===== config.mk =====
export PLATFORM = sky130hd
export DESIGN_NAME = largest_prime_below
export DESIGN_NICKNAME = d
export VERILOG_FILES = /design/src/rtl/core/lpb_pkg.sv /design/src/rtl/core/largest_prime_below.sv
export SDC_FILE = /design/constraint.sdc
export NUM_CORES = 1
export LEC_CHECK = 0
export ABC_AREA = 1
export BUFFER_PORTS_ARGS = -buffer_cell sky130_fd_sc_hd__buf_2
export CAP_MARGIN = 10
export CORE_ASPECT_RATIO = 0.6
export CORE_MARGIN = 1
export CORE_UTILIZATION = 35
export DETAILED_ROUTE_END_ITERATION = 10
export PLACE_DENSITY = 0.56
export SKIP_CTS_REPAIR_TIMING = 1
export SYNTH_ARGS = -nofsm -noshare
export SYNTH_HDL_FRONTEND = slang
export SYNTH_SLANG_ARGS = --single-unit
export TNS_END_PERCENT = 1

===== constraint.sdc =====
create_clock -name clk -period 5.3 [get_ports clk]
set_clock_uncertainty 0.05 [all_clocks]
set_input_delay 1.06 -clock clk [delete_from_list [all_inputs] [get_ports clk]]
set_output_delay 1.06 -clock clk [all_outputs]
set_load 0.05 [all_outputs]

===== src/rtl/core/lpb_pkg.sv =====
// Shared widths and constants for the largest-prime-below search
package lpb_pkg;

  localparam int unsigned FIELD_W           = 32;
  localparam int unsigned VALUE_WIDTH_DEF   = 32;

  localparam int unsigned MIN_PRIME         = 2;
  localparam int unsigned FIRST_DIVISOR     = 3;
  localparam int unsigned FIRST_COMPOSITE   = 4;
  localparam int unsigned SECOND_DIVISOR    = 5;
  localparam int unsigned STEP_SHORT        = 2;
  localparam int unsigned STEP_LONG         = 4;

endpackage


===== src/rtl/core/largest_prime_below.sv =====
// Largest prime strictly below an unsigned bound, by 6k+-1 trial division
//
// Input channel in_valid/in_ready carries one word: in_upper_bound.
// Result channel out_valid/out_ready carries out_prime and out_too_small.
// A bound of 0, 1 or 2 gives out_too_small = 1 and out_prime = 0.
// One item is taken at a time; in_ready is high only while the block is idle.
// Each trial division runs a restoring divider in ST_DIV, then ST_CHECK judges
// the quotient and remainder. An even candidate is stepped down in ST_TEST;
// an odd candidate is divided by each trial divisor in turn, about
// sqrt(candidate) / 3 + 2 divisors for a prime. Candidates run from bound - 1
// down to the prime found, which ST_FINISH then loads into the result.
// The result sits in an output register, so the block goes idle and may take
// the next word while the receiver stalls; a second result then waits until
// the first is taken. Reset (rst_n low, synchronous) drops any search in
// progress and clears out_valid.
module largest_prime_below #(
  parameter int unsigned VALUE_WIDTH = lpb_pkg::VALUE_WIDTH_DEF
) (
  input  logic                        clk,
  input  logic                        rst_n,
  input  logic                        in_valid,
  output logic                        in_ready,
  input  logic [lpb_pkg::FIELD_W-1:0] in_upper_bound,
  output logic                        out_valid,
  input  logic                        out_ready,
  output logic [lpb_pkg::FIELD_W-1:0] out_prime,
  output logic                        out_too_small
);

  localparam int unsigned CNT_W = $clog2(VALUE_WIDTH);

  typedef enum logic [4:0] {
    ST_IDLE   = 5'b00001,
    ST_TEST   = 5'b00010,
    ST_DIV    = 5'b00100,
    ST_CHECK  = 5'b01000,
    ST_FINISH = 5'b10000
  } state_t;

  state_t                       state_r, state_nxt;
  logic [VALUE_WIDTH-1:0]       cand_r, cand_nxt;
  logic                         small_r, small_nxt;
  logic [VALUE_WIDTH-1:0]       div_r, div_nxt;
  logic                         step_long_r, step_long_nxt;
  logic [VALUE_WIDTH-1:0]       quo_r, quo_nxt;
  logic [VALUE_WIDTH-1:0]       rem_r, rem_nxt;
  logic [CNT_W-1:0]             cnt_r, cnt_nxt;
  logic                         out_valid_r, out_valid_nxt;
  logic [lpb_pkg::FIELD_W-1:0]  out_prime_r, out_prime_nxt;
  logic                         out_small_r, out_small_nxt;

  logic [VALUE_WIDTH-1:0]       bound_w;
  logic [VALUE_WIDTH:0]         rem_shift;
  logic                         rem_ge;
  logic [VALUE_WIDTH:0]         rem_diff;
  logic                         out_free;

  assign bound_w   = VALUE_WIDTH'(in_upper_bound);
  assign rem_shift = {rem_r, quo_r[VALUE_WIDTH-1]};
  assign rem_ge    = rem_shift >= {1'b0, div_r};
  assign rem_diff  = rem_shift - {1'b0, div_r};
  assign out_free  = !out_valid_r || out_ready;

  assign in_ready      = (state_r == ST_IDLE);
  assign out_valid     = out_valid_r;
  assign out_prime     = out_prime_r;
  assign out_too_small = out_small_r;

  always_comb begin
    state_nxt     = state_r;
    cand_nxt      = cand_r;
    small_nxt     = small_r;
    div_nxt       = div_r;
    step_long_nxt = step_long_r;
    quo_nxt       = quo_r;
    rem_nxt       = rem_r;
    cnt_nxt       = cnt_r;
    out_prime_nxt = out_prime_r;
    out_small_nxt = out_small_r;
    out_valid_nxt = out_valid_r && !out_ready;

    unique case (state_r)
      ST_IDLE: begin
        if (in_valid) begin
          if (bound_w <= VALUE_WIDTH'(lpb_pkg::MIN_PRIME)) begin
            cand_nxt  = '0;
            small_nxt = 1'b1;
            state_nxt = ST_FINISH;
          end else begin
            cand_nxt  = bound_w - VALUE_WIDTH'(1);
            small_nxt = 1'b0;
            state_nxt = ST_TEST;
          end
        end
      end
      ST_TEST: begin
        priority if (cand_r < VALUE_WIDTH'(lpb_pkg::FIRST_COMPOSITE)) begin
          state_nxt = ST_FINISH;
        end else if (!cand_r[0]) begin
          cand_nxt = cand_r - VALUE_WIDTH'(1);
        end else begin
          div_nxt       = VALUE_WIDTH'(lpb_pkg::FIRST_DIVISOR);
          step_long_nxt = 1'b0;
          quo_nxt       = cand_r;
          rem_nxt       = '0;
          cnt_nxt       = CNT_W'(VALUE_WIDTH - 1);
          state_nxt     = ST_DIV;
        end
      end
      ST_DIV: begin
        if (rem_ge) begin
          rem_nxt = rem_diff[VALUE_WIDTH-1:0];
        end else begin
          rem_nxt = rem_shift[VALUE_WIDTH-1:0];
        end
        quo_nxt = {quo_r[VALUE_WIDTH-2:0], rem_ge};
        cnt_nxt = cnt_r - CNT_W'(1);
        if (cnt_r == '0) begin
          state_nxt = ST_CHECK;
        end
      end
      ST_CHECK: begin
        priority if (div_r > quo_r) begin
          state_nxt = ST_FINISH;
        end else if (rem_r == '0) begin
          cand_nxt  = cand_r - VALUE_WIDTH'(1);
          state_nxt = ST_TEST;
        end else begin
          if (div_r == VALUE_WIDTH'(lpb_pkg::FIRST_DIVISOR)) begin
            div_nxt = VALUE_WIDTH'(lpb_pkg::SECOND_DIVISOR);
          end else if (step_long_r) begin
            div_nxt       = div_r + VALUE_WIDTH'(lpb_pkg::STEP_LONG);
            step_long_nxt = 1'b0;
          end else begin
            div_nxt       = div_r + VALUE_WIDTH'(lpb_pkg::STEP_SHORT);
            step_long_nxt = 1'b1;
          end
          quo_nxt   = cand_r;
          rem_nxt   = '0;
          cnt_nxt   = CNT_W'(VALUE_WIDTH - 1);
          state_nxt = ST_DIV;
        end
      end
      ST_FINISH: begin
        if (out_free) begin
          out_prime_nxt = lpb_pkg::FIELD_W'(cand_r);
          out_small_nxt = small_r;
          out_valid_nxt = 1'b1;
          state_nxt     = ST_IDLE;
        end
      end
      default: begin
        state_nxt = ST_IDLE;
      end
    endcase
  end

  always_ff @(posedge clk) begin
    if (!rst_n) begin
      state_r     <= ST_IDLE;
      out_valid_r <= 1'b0;
    end else begin
      state_r     <= state_nxt;
      out_valid_r <= out_valid_nxt;
    end
  end

  always_ff @(posedge clk) begin
    cand_r      <= cand_nxt;
    small_r     <= small_nxt;
    div_r       <= div_nxt;
    step_long_r <= step_long_nxt;
    quo_r       <= quo_nxt;
    rem_r       <= rem_nxt;
    cnt_r       <= cnt_nxt;
    out_prime_r <= out_prime_nxt;
    out_small_r <= out_small_nxt;
  end

endmodule


; ---- Word level (Yosys, flattened, before mapping)
; Cells that the tools add are included.
[word_totals]
reg_bits = 174
elab_cells = 105
[op_classes]
addsub = 6
order_cmp = 4
n_eq_ne = 17
mux = 49
n_reduce_logical = 17
[ops]
columns = op, count
row1 = $mux 32, 21
row2 = $pmux 32 s3, 3
row3 = $pmux 32 s2, 1
row4 = $sub 32x1->32 const B, 2
row5 = $mux 5, 11
row6 = $ge 33x32->1, 1
row7 = $add 32x2->32 const B, 1
row8 = $add 32x3->32 const B, 1
row9 = $eq 32x2->1 const B, 1
row10 = $gt 32x32->1, 1
row11 = $le 32x2->1 const B, 1
row12 = $logic_not 32->1, 1
row13 = $lt 32x3->1 const B, 1
row14 = $sub 32x32->32, 1
row15 = $pmux 5 s5, 1
row16 = $ne 2x2->1 const B, 10
row17 = $pmux 5 s3, 1
row18 = $reduce_and 5->1, 3
row19 = $reduce_and 6->1, 2
row20 = $mux 1, 9
row21 = $reduce_bool 3->1, 2
row22 = $eq 5x1->1 const B, 1
row23 = $eq 5x2->1 const B, 1
row24 = $eq 5x3->1 const B, 1
row25 = 13 further kinds, 15

; ---- Longest topological paths before layout
[depth]
ltp_word = 6
depth_mapped = 16
mapped_depth_nobuf = 16

; ---- Worst setup path before layout
; Ideal clock, no wire load.
[synth_path]
path_kind = flip-flop to flip-flop
from = register quo_r[31]
to = register cnt_r[0], enable pin
setup_ns = 0.496
arrival_ns = 4.368
required_ns = 4.754
setup_slack_ns = 0.386
path_stages_with_launch = 11
period_less_slack_ns = 4.914
path_cell_list = edfxtp_1 > inv_1 > ha_1 > nand2_1 > nor2_1 > nand4_1 > nor2_1 > nand3_1 > nand3_1 > nand3_1 > nor2_1
[synth_via]
elab_chain_cells = 3
[synth_lines]
columns = item, line
row1 = start: declaration, largest_prime_below.sv:45  ; logic [VALUE_WIDTH-1:0] quo_r, quo_nxt;
row2 = start signal: assignment, largest_prime_below.sv:173  ; quo_r <= quo_nxt;
row3 = $gt 32x32->1, largest_prime_below.sv:123  ; priority if (div_r > quo_r) begin
row4 = $ne 2x2->1 (no line), -
row5 = $reduce_and 5->1 (no line), -
row6 = end signal: assignment, largest_prime_below.sv:175  ; cnt_r <= cnt_nxt;
row7 = end: declaration, largest_prime_below.sv:47  ; logic [CNT_W-1:0] cnt_r, cnt_nxt;
; Every way passes these cells.
; A chain may end at the register's enable or synchronous reset.

; ---- Worst setup path in the final report
[layout_path]
from = register div_r[19]
to = register rem_r[18], data pin
[layout_via]
elab_chain_cells = 3
[layout_lines]
columns = item, line
row1 = start: declaration, largest_prime_below.sv:43  ; logic [VALUE_WIDTH-1:0] div_r, div_nxt;
row2 = start signal: assignment, largest_prime_below.sv:171  ; div_r <= div_nxt;
row3 = $ge 33x32->1, largest_prime_below.sv:60  ; assign rem_ge = rem_shift >= {1'b0, div_r};
row4 = $mux 32, largest_prime_below.sv:111  ; if (rem_ge) begin
row5 = $pmux 32 s3, largest_prime_below.sv:82  ; unique case (state_r)
row6 = end signal: assignment, largest_prime_below.sv:174  ; rem_r <= rem_nxt;
row7 = end: declaration, largest_prime_below.sv:46  ; logic [VALUE_WIDTH-1:0] rem_r, rem_nxt;
; Every way passes these cells.

==> impl_metrics.csv <==
group,metric,value,unit
timing,fmax,286,MHz
pwr,ir_drop,0.000258,V
routing,first_pass_iters,5,
finish,design_area,13700,sq um
timing,setup_violations,0,
clock_tree,clockRootBuffer,"clkbuf_16",
timing,rsz0062_at_grt,"no",
worst_setup_path,critical_path.top_delay_family,"simple AND/OR/NAND/NOR gates",
routing,wl_per_cell,17.2,microns
clock_tree,cts_tree,"done",
placement,hpwl,28.4,mm
die,die_area,35700,sq um
timing,tightest_slew,1150,ps
synth,yosysSeqAreaShare,0.420,
hold_path,worst_hold_path.num_cells,0,
synth,syn_avg_cell_area,7.78,sq um
die,row_count,52,
grt,overflow,0,
worst_setup_path,r2r_cells,11,
worst_setup_path,cp-end-kind,"flip-flop",
timing,setup_tns,0,ps
worst_setup_path,arrival,3650,ps
worst_setup_path,critical_path_buf_inv_count,2,
clock_tree,numCtsBuffers,17,
synth,yosys_warnings,0,
grt,grtUsageTotal,0.205,
pwr,power_density,314,nW/um^2
clock_tree,clkTransAtPathRegs,70,ps
finish,fin_cells,2115,
worst_setup_path,worstSetupStartpointType,"flip-flop",
routing,vias,10800,
placement,dpl.cell_count,2083,
worst_setup_path,cpMostUsedCell,"nand2_4",
worst_setup_path,worst-path-stages,11,
worst_setup_path,r2r_start,"div_r[19]",
synth,synth.top_cell.area_share,0.410,
timing,min_period,3490,ps
die,die_height,147,microns
finish,diodes,0,
finish,drive_above_1_share,0.0960,
grt,grt_max_degree,50,
synth,netlist_area,12200,sq um
finish,syn2layout_area_growth,12.0,%
status,status,"finished clean",
timing,timing.final.crit_share,0.659,
timing,layout_setup_ws,1810,ps
hold_path,hp-class,"reg2reg",
worst_setup_path,reg2reg_to,"rem_r[18]",
worst_setup_path,reg2reg_slack,1810,ps
synth,ys_seq_elements,173,
synth,synth_area_leaders,"edfxtp_1 (41%), nand2_1 (11%), nor2_1 (7.2%)",
routing,vias_per_cell,5.11,
die,pin_count,71,
synth,async_reset_ff_frac,0,
grt,grt_pass1_wl,56.2,mm
worst_setup_path,cpMaxStageDelayCell,"o21ai_0",
routing,antenna_left,0,
placement,detailedPlace.worstSlack,1950,ps
clock_tree,ctsLongestPathBuffers,2,
worst_setup_path,worstSetupPathType,"reg2reg",
synth,ys_types,47,
timing,hold_violations,0,
placement,port_buffers,70,
hold_path,worstHoldEndpoint,"out_too_small",
synth,synth_enable_flop_cells,167,
finish,nNetsFinal,1750,
pwr,leakage,5.72,nW
die,die_width,243,microns
run,maxCapViolCount,0,
synth,synth-main-ff-cell,"edfxtp_1",
clock_tree,h-tree-depth,4,
placement,dpl_cell_area,13100,sq um
synth,yosysTopAreaCell,"edfxtp_1",
synth,syn_nets,1678,
worst_setup_path,crit_chain,"inv_1, ha_1, nand2_1, o21ai_0, a21oi_1, nand3_2, nand2_4, nand2_4, inv_2, nor2_1, nor2_2",
routing,drc,0,
synth,synthTopCellsByCount,"nand2_1 (345), nor2_1 (236), inv_1 (217)",
synth,yosysMostFrequentCell,"nand2_1",
worst_setup_path,cpPeakStageDelay,460,ps
routing,routed_wl,36.4,mm
die,start_util,0.359,
pwr,power,4.29,mW
worst_setup_path,crit_fanout,40,
synth,syn_inst,1571,
clock_tree,clk_latency,460,ps
grt,antenna_found_initial,0,
placement,gp_congestion,0.959,
grt,grt_pass1_vias,9676,
die,coreArea,34000,sq um
timing,slew_headroom,0.230,
hold_path,worstHoldStart,"small_r",
timing,finalMaxSlewViolations,0,
routing,drtIter0Drc,1121,
clock_tree,cts.sinks,173,
worst_setup_path,cp.required,5460,ps
[flip-flops by register name, summed over array words and instances, names as in the netlist, 5 cells and up]
| register | cells |
|---|---|
| out_prime | 32 |
| div_r | 31 |
| quo_r | 32 |
| cand_r | 32 |
| state_r | 5 |
| cnt_r | 5 |
| rem_r | 32 |
[cells by family (layout without fill, tap and decap cells)]
kind of cell / count (synthesis) / in the layout / synth area share
AOI/OAI and AO/OA: 256 / 256 / 0.119
buffers and inverters: 245 / 330 / 0.0779
xor gates and xnor gates: 61 / 61 / 0.0437
DFF: 173 / 173 / 0.420
adders and majority gates: 71 / 71 / 0.0733
and+or+nand+nor: 765 / 765 / 0.266
[power breakdown]
group / switching, mW / leakage [nW] / internal [mW]
Combinational: 0.780 / 3.86 / 0.337
Clock: 0.604 / 0.273 / 0.672
Sequential: 0.160 / 1.58 / 1.74
[cells in the final DEF (no fill, tap or decap), drive strengths merged, types with 6 or more instances in the layout]
master  netlist  final
a21oi        98     98
buf          17     79
clkbuf        9     19
dfxtp         6      6
edfxtp      167    167
ha           70     70
inv         219    225
nand2       351    351
nand3        64     64
nand4        37     37
nor2        256    256
nor3         35     35
nor4         15     15
o21ai        96     96
o21bai       18     18
o22ai        21     21
xnor2        14     14
xor2         47     47
[routing by layer]
| metal | global-route usage | vias to the layer above | routed length (microns) |
|---|---|---|---|
| met2 | 0.248 | 341 | 13000 |
| met3 | 0.0464 | 25 | 3040 |
| met5 | 0 | - | 0 |
| li1 | - | 5422 | - |
| met1 | 0.348 | 5011 | 20100 |
| met4 | 0.0434 | 0 | 303 |
[final cells by class]
class                   instances  area, sq um
clock buffers                  19          443
clock inverters                13          134
fillers                      3464        20300
inverters                     219          822
multi-input cells            1153         6170
flip-flops and latches        173         5130
well taps                     459          574
repair buffers                 79          418
[stage by stage]
stage	utilization	hold slack [ps]
after floorplan	-	350
after global placement	0.385	363
after detailed placement	0.385	360
after CTS	0.402	373
after global routing	0.402	389
final	0.402	373
[worst max-delay path by stage]
stage                         start   endpoint  slack [ps]
final                     div_r[19]  rem_r[18]        1810
after global placement    div_r[19]  rem_r[17]        1970
after global routing      div_r[22]  rem_r[18]        1600
after CTS                 div_r[22]  rem_r[19]        1950
after detailed placement  div_r[22]  rem_r[19]        1950
after floorplan           quo_r[31]   cnt_r[0]         390
No activity file was read; power rests on OpenSTA's default activity.
